[config.mk]
export PLATFORM = sky130hd
export DESIGN_NAME = smd_hcell
export DESIGN_NICKNAME = d
export VERILOG_FILES = /design/src/sv/smd_pkg.sv /design/src/sv/smd_hcell.sv
export SDC_FILE = /design/constraint.sdc
export NUM_CORES = 1
export LEC_CHECK = 0
export BUFFER_PORTS_ARGS = -buffer_cell sky130_fd_sc_hd__buf_2
export CAP_MARGIN = 20
export CELL_PAD_IN_SITES_DETAIL_PLACEMENT = 1
export CELL_PAD_IN_SITES_GLOBAL_PLACEMENT = 1
export CORE_MARGIN = 3
export CORE_UTILIZATION = 35
export CTS_CLUSTER_SIZE = 8
export DETAILED_ROUTE_END_ITERATION = 10
export GPL_ROUTABILITY_DRIVEN = 0
export PLACE_DENSITY = 0.91
export SKIP_LAST_GASP = 1
export SLEW_MARGIN = 10
export SYNTH_ARGS = -nofsm -noshare
export SYNTH_HDL_FRONTEND = slang
export SYNTH_SLANG_ARGS = --single-unit
[constraint.sdc]
create_clock -name clk -period 6 [get_ports clk]
set_clock_uncertainty 0.15 [all_clocks]
set_input_delay 0.6 -clock clk [delete_from_list [all_inputs] [get_ports clk]]
set_output_delay 0.6 -clock clk [all_outputs]
set_load 0.02 [all_outputs]
[src/sv/smd_pkg.sv]
package smd_pkg;

  // Configuration register indexes.
  localparam logic [2:0] CFG_WIDTH     = 3'd0;
  localparam logic [2:0] CFG_HEIGHT    = 3'd1;
  localparam logic [2:0] CFG_MARGIN    = 3'd2;
  localparam logic [2:0] CFG_ROW_LIMIT = 3'd3;

  // Reset values of the configuration registers.
  localparam logic [10:0] RST_WIDTH     = 11'd1024;
  localparam logic [15:0] RST_HEIGHT    = 16'd1024;
  localparam logic [3:0]  RST_MARGIN    = 4'd1;
  localparam logic [15:0] RST_ROW_LIMIT = 16'd0;

  // Control that every vertical cell sees.
  typedef struct packed {
    logic adv;    // a request is taken this cycle
    logic rd_ok;  // the row above the current one lies in this frame
  } smd_vctl_t;

  // Label merge: empty yields the other side, equal labels stay, and
  // differing labels give all ones (the conflict label). Callers pass
  // zero-extended labels and keep the low bits of the result.
  function automatic logic [31:0] smd_merge(input logic [31:0] a, input logic [31:0] b);
    logic [31:0] r;
    if (a == 32'd0) begin
      r = b;
    end else if (b == 32'd0 || a == b) begin
      r = a;
    end else begin
      r = '1;
    end
    return r;
  endfunction

endpackage

[src/sv/smd_hcell.sv]
module smd_hcell import smd_pkg::*; #(
  parameter int LB = 17
) (
  input  logic          clk,
  input  logic          adv,
  input  logic [LB-1:0] pin,
  input  logic [LB-1:0] src,
  output logic [LB-1:0] pout
);

  logic [LB-1:0] pout_next;

  // Each cell widens the run of merged sources by one pixel.
  assign pout_next = LB'(smd_merge(32'(pin), 32'(src)));

  always_ff @(posedge clk) begin
    if (adv) begin
      pout <= pout_next;
    end
  end

endmodule

# --- Yosys cells after proc, flatten, opt, wreduce, memory -nomap -nowiden ---
# Index checks and enable logic that the tools add are counted.
totals:
  ff_bits: 17
  wordCells: 7
  in_bits: 36
classes:
  reduce_logical: 3
  n_eq_ne: 1
  muxes: 2
ops:
  columns: ["op", "n"]
  rows:
  - ["17-bit logical NOT", 2]
  - ["17-bit two-way mux", 2]
  - ["17-bit equality test", 1]
  - ["1-bit logical OR", 1]

# --- Logic depth before layout (Yosys ltp) ---
# Gate-level depths: netlist of the first run.
logic_depth:
  depth_word: 4
  ltp_mapped: 7
  depth_no_buf: 5

# --- Worst setup path after synthesis of the first run ---
# Ideal clock, no wire load.
synth_timing:
  path_kind: "in2reg"
  start: "input pin[0]"
  end: "register pout[10] (data pin)"
  arrival_ns: 1.986
  path_stages: 6
  required_ns: 5.591
  slack_ns: 3.605
  path_buffers: 2
  cell_sequence: "or3_4 or3_4 buf_6 o211a_2 buf_6 a211o_1"
synth_via:
  elab_chain_cells: 4
synth_rtl:
  columns: ["item", "line", "source"]
  rows:
  - ["from (decl)", "smd_hcell.sv:6", "input logic [LB-1:0] pin,"]
  - ["17-bit equality test", "smd_pkg.sv:28", "end else if (b == 32'd0 || a == b) begin"]
  - ["1-bit logical OR", "smd_pkg.sv:28", null]
  - ["17-bit two-way mux", "smd_pkg.sv:28", null]
  - ["17-bit two-way mux (*)", "smd_pkg.sv:26", "if (a == 32'd0) begin"]
  - ["net pout_next[10]", "smd_hcell.sv:11", "logic [LB-1:0] pout_next;"]
  - ["to (signal assigned)", "smd_hcell.sv:18", "pout <= pout_next;"]
  - ["to (decl)", "smd_hcell.sv:8", "output logic [LB-1:0] pout"]
# Mark *: on every way through the listed nets, which the timed path passes. The rest lies on a longest branch.
# A chain may end at the register's enable or synchronous reset.

# --- Final worst setup path of the first run ---
layout_timing:
  start: "input pin[9]"
  end: "register pout[0] (data pin)"
# The elaborated chain is that of the path after synthesis.

==> results.md, run 1 <==
* Final setup viols at 0
* Area Growth Syn to Fin at 29.7%
* Share of layout cells above drive strength 1 at a little under half
* Die width at between 50 and 60 um
* Largest net degree at the start of global routing at 18
* Initial antenna violation count at 0
* Busiest grt layer: met2
* Crit-path max cell delay at roughly 0.59 ns
* Slew Viols, Final at 0
* Cts repair resizes at 0
* Post-CTS Setup Bufs at 0
* Critical-path top delay cell: o21ai_0
* Number of port buffers at 52
* Largest registers: pout x17
* Max Fclk at between 400 and 500 MHz
* Synthesized area at about 0.001 mm2
* Slew @ Worst Pin at between 1 and 1.5 ns
* Critical Path RT at just under 6 ns
* Yosys cell types at 19
* Commonest non-fill, non-tap cell in the layout: buf_2
* CP Depth at 6
* Hold-fix buffers at CTS at 0
* Setup WS pre-CTS at around 3.3 ns
* Post-synthesis sequential area ratio at roughly half
* Status: finished, final reports clean
* Total negative setup slack at 0 ns
* DRC viols at 0
* Drt first pass iters at 4
* Worst Setup EP: pout[0]$_DFFE_PP_
* Min-delay worst type: in2reg
* Full die area at ~0.0035 mm2
* Hold violation total from the final report at 0
* CP delay by family, top: compound AO/OA/AOI/OAI gates
* Leakage at 0.000513 uW
* CTS buffer count at 3
* Via count at 949
* Syn_area_per_cell at 12.2 um2
* IO Count at 53
* Core area at 0.00259 mm2
* Bufs and invs on worst path at 1
* CP Class: in2reg
* Worst setup margin at roughly 3.6 ns
* Vias in the first global route at 972
* Die Span Y at just under 60 um
* Nets at 172
* Seq cells post-synth at 17
* Sink Count at 17
* Yosys warnings at 0
* CP Max Fanout at 5
* CTS tree: yes
* M3 GR Usage at under 10%
* Vias per cell at between 5 and 6
* Worst relative slew slack at 31.2%
* RSZ-0062 raised after global routing: false
* Critical Path AT at approximately 2.2 ns
* GRT overflow at 0
* Worst setup EP type: flip-flop
* Final ANT Viol Nets at 0
* Min Tclk post-route at 2.38 ns
* Fin crit share at around two fifths
* Crit start category: primary input
* Max-cap violation count at 0
* Largest Register: pout
* Syn Inst Count at between 80 and 90
* Critical path origin: pin[9]
* Max reg flops at 17
* First-pass GRT wire length at about 4800 um
* Clk buf depth at 2
* Maximum VDD drop at between 0.1 and 0.15 mV
* WL/cell at 18.8 um
* GR Util All Layers at between 10% and 20%
* Root Driver: clkbuf_4
* Ant diodes at 0
* Overall routed net length at 3100 um
* PwrDens at 191 mW/mm2
* GR Util met1 at between 20 and 25%
* DP HPWL at 2490 um
* Clk slew on worst S/H paths at 0.09 ns
* Drt initial violations at 34
* Initial core utilization at roughly two fifths
* CP cell instances: buf_2, xor2_1, nor4_1, nand3_1, o21ai_0, a2bb2oi_1
* Synthesized Nets at between 100 and 150
* # H-tree levels at 1
* HP Start: pin[7]
* Rows at 18
* Met2 Use GR at 31.5%
* Highest-count cells in the layout ignoring fill and taps: buf_2, edfxtp_1, xor2_1, a211o_1, nor4_1
[synth_stat cells (all sizes together)]
library cell,number,area share (%)
edfxtp,17,51
xor2,15,13
a211o,12,11
nor4,9,5.6
nor2,7,2.6
a2bb2oi,5,4.4
buf,2,2.2
nand2,2,0.75
nand3,2,1.0
nor3,2,1.5
or3,2,2.2
xnor2,2,1.7
clkbuf,1,0.37
nand4,1,0.62
o211a,1,1.0
o21ai,1,0.50
or4,1,0.75
[layout make-up]
cell class | count | area (um2)
fill | 309 | 1290
sequential | 17 | 510
multi-input combinational | 62 | 467
timing repair buffer | 52 | 260
tap | 30 | 37.5
clock buffer | 4 | 26.3
[report_power, final]
part	switching (uW)	internal [uW]
registers	1.40	136
clock network	33.6	25.8
logic	31.1	20.2
[routing by layer]
layer,wire (um),up-vias
met4,43,0
met5,0,-
met1,1250,460
li1,-,435
met2,1550,50
met3,250,4
[how the worst min path moves through the flow]
| stage | to | slack (ns) | cells after the start |
|---|---|---|---|
| after CTS | pout[9]$_DFFE_PP_ | 0.46 | 2 |
| after global routing | pout[6]$_DFFE_PP_ | 0.46 | 2 |
| after detailed placement | pout[7]$_DFFE_PP_ | 0.76 | 2 |
| final | pout[7]$_DFFE_PP_ | 0.47 | 2 |
| after floorplan | pout[0]$_DFFE_PP_ | 0.56 | 0 |
| after global placement | pout[9]$_DFFE_PP_ | 0.76 | 2 |
[cell families (layout without fill, tap and decap cells)]
group           Yosys count  count (layout)  synth area share, %
buf+inv                   3              56                 2.62
xor+xnor                 17              17                 14.8
compound gates           19              19                 16.6
flops                    17              17                 50.9
simple gates             26              26                 15.1
[per-stage QoR]
stage               hold slack [ns]  utilization [%]  total power (uW)  instances  area (um2)
finish                        0.469             50.2               248        165        1300
CTS                           0.460             50.2               250        165        1300
global placement              0.757             49.2               189        161        1270
detailed placement            0.761             49.2               191        161        1270
global route                  0.457             50.2               260        165        1300
floorplan                     0.562                -               160         82        1000
Power figures use the tool's default switching activity.
==> run 2: changes to the inputs <==
- ABC_AREA: not set -> 1
- CORE_UTILIZATION: 35 -> 29
- PLACE_DENSITY: 0.91 -> 0.82
- clock period: 6 -> 1.9 ns (I/O delays scaled with it)
==> results.md, run 2 <==
* PwrDens at 555 mW/mm2
* Initial antenna violation count at 0
* Ant diodes at 0
* Sink Count at 17
* RSZ-0062 raised after global routing: false
* Flop pwr share at around half
* Area of the multi-input gates at roughly 600 um2
* Vias in the first global route at 1280
* DRC viols at 0
* DP HPWL at 3100 um
* Post-synthesis sequential area ratio at around two fifths
* Placed Instances at 266
* IO Count at 53
* Logic pwr share at 21.8%
* GRT overflow at 0
* WL/cell at around 13 um
* Synth top cells by count: nand2_1, a21oi_1, nor2_1
* Initial core utilization at a little under a third
* Crit start category: primary input
* Yosys cell types at 20
* Synthesized Nets at around 200
* Clk slew on worst S/H paths at approximately 0.060 ns
* Largest registers: pout x17
* Worst relative slew slack at roughly 76%
* GR Util All Layers at about 15%
* Cts repair resizes at 0
* Die Span Y at a little over 70 um
* Ys flop type: edfxtp_1
* Most common cell in the netlist: nand2_1
* Critical-path top delay cell: nor2_4
* CTS buffer count at 3
* Hold violation total from the final report at 0
* Syn_area_per_cell at between 7 and 8 um2
* # H-tree levels at 1
* Min-delay worst type: in2reg
* Max-cap violation count at 0
* Die width at roughly 70 um
* Root Driver: clkbuf_8
* Setup WS pre-CTS at ~0.15 ns
* Via count at 1267
* CP Class: in2reg
* Drt first pass iters at 4
* Synthesized area at between 0.001 and 0.0015 mm2
* Leakage at roughly 0.00077 uW
* Status: finished, final reports clean
* Number of fill cells in the layout at between 500 and 600
* Post-route insts no fill at 270
* HP Start: src[13]
* Met3 WL at 144 um
* Min Tclk post-route at about 1.5 ns
* Final ANT Viol Nets at 0
* Register Area at approximately 500 um2
* Top-area cell type share of the netlist area at between 40% and 50%
* Share of layout cells above drive strength 1 at 30.5%
* Top cell type by total area after synthesis: edfxtp_1
* Final Total Pwr at about 900 uW
* Yosys warnings at 0
* Final setup viols at 0
* Synth top area cells: edfxtp_1, a21oi_1, nand2_1, nor2_1, inv_1
* Drt initial violations at between 40 and 50
* Seq cells post-synth at 17
* Max reg flops at 17
* CP cell instances: buf_2, nor3_2, nand3_1, nor2_4, nand2_4, nor2_1, a21oi_1
* First-pass GRT wire length at around 6100 um
* Largest net degree at the start of global routing at 18
* Crit-path max cell delay at about 0.25 ns
* DR top layer: met4
* Overall routed net length at 3610 um
* Highest-count cells in the layout ignoring fill and taps: buf_2, nand2_1, a21oi_1, nor2_1, inv_1
* Fin crit share at slightly above 80%
* Int Power at 646 uW
* Hold-fix buffers at CTS at 0
* Worst setup EP type: flip-flop
* Critical Path AT at 1.36 ns
* Rows at 23
* Number of port buffers at 52
* Worst setup margin at 0.367 ns
* Post-synth EDFFs at 17
* Commonest non-fill, non-tap cell in the layout: buf_2
* Slew @ Worst Pin at 0.357 ns
* Critical Path RT at approximately 1.7 ns
* Synth async-reset ratio at 0%
* Maximum VDD drop at 0.188 mV
* Slew Viols, Final at 0
* CTS tree: yes
* Area Growth Syn to Fin at 27.7%
* Share of total power in the clock network at ~29%
* Full die area at approximately 0.0051 mm2
* Vias per cell at ~4.7
* Clk buf depth at 2
* Nets at approximately 260
* Max Fclk at 652 MHz
* Post-CTS Setup Bufs at 0
* Largest Register: pout
* Critical path origin: pin[1]
* Sw Share at 26.3%
* CP Max Fanout at 17
* Sw power at about 230 uW
* WL met1 at 1660 um
* Core area at about 0.0041 mm2
* Syn Inst Count at about 170
* Met2 WL at between 1500 and 2000 um
* Total negative setup slack at 0 ns
## run 2: cell count changes in the layout (fill, tap and decap cells not counted), moves of 4 or more
cell	previous run	this run
xnor2_1	2	6
a2bb2oi_1	5	0
nor4_1	9	0
xor2_1	15	0
inv_1	0	21
a21oi_1	0	33
nand2_1	2	36
nor2_1	7	29
a211o_1	10	0
## run 2: path summary, 6_finish.rpt
path | end | slack (ns) | cells past startpoint
worst max-delay path | pout[9]$_DFFE_PP_ | 0.37 | 7
worst min-delay path | pout[13]$_DFFE_PP_ | 0.17 | 3
## run 2: logic make-up (layout without fill, tap and decap cells)
group,after synthesis,in the layout,share of synthesized area [%]
simple gates,84,84,30.7
compound gates,34,34,14.1
buf+inv,25,79,9.71
flops,17,17,41.3
xor+xnor,6,6,4.25
## run 2: metrics by stage
stage | hold WS, ns | util [%] | cell area (um2)
global placement | 0.421 | 37.8 | 1530
finish | 0.173 | 38.9 | 1580
CTS | 0.170 | 38.9 | 1580
global route | 0.190 | 38.9 | 1580
floorplan | 0.152 | - | 1240
detailed placement | 0.420 | 37.8 | 1530
## run 2: final cells by class
| type | count | share of cell area (%) |
|---|---|---|
| Tap cell | 50 | 3.96 |
| Clock inverter | 1 | 0.317 |
| Multi-Input combinational cell | 124 | 38.4 |
| Inverter | 21 | 4.99 |
| Clock buffer | 3 | 2.61 |
| Sequential cell | 17 | 32.3 |
| Timing Repair Buffer | 54 | 17.4 |
## run 2: power groups by stage
| stage | registers (uW) | logic [uW] | clock network (uW) |
|---|---|---|---|
| after global placement | 442 | 189 | 0 |
| after detailed placement | 443 | 192 | 0 |
| final | 434 | 191 | 251 |
| after CTS | 435 | 193 | 257 |
| after global routing | 436 | 214 | 272 |
| after floorplan | 469 | 62.8 | 0 |
## run 2: layer usage
metal	up-vias	track usage, %
li1	650	-
met1	578	19.7
met2	31	23.7
met3	8	2.52
met4	0	6.89
met5	-	0
## run 2: critical path: cells and delay by family
| family | cells | cell delay, ns |
|---|---|---|
| AND/OR/NAND/NOR | 5 | 0.97 |
| buffers and inverters | 1 | 0.13 |
| AO/OA/AOI/OAI | 1 | 0.07 |
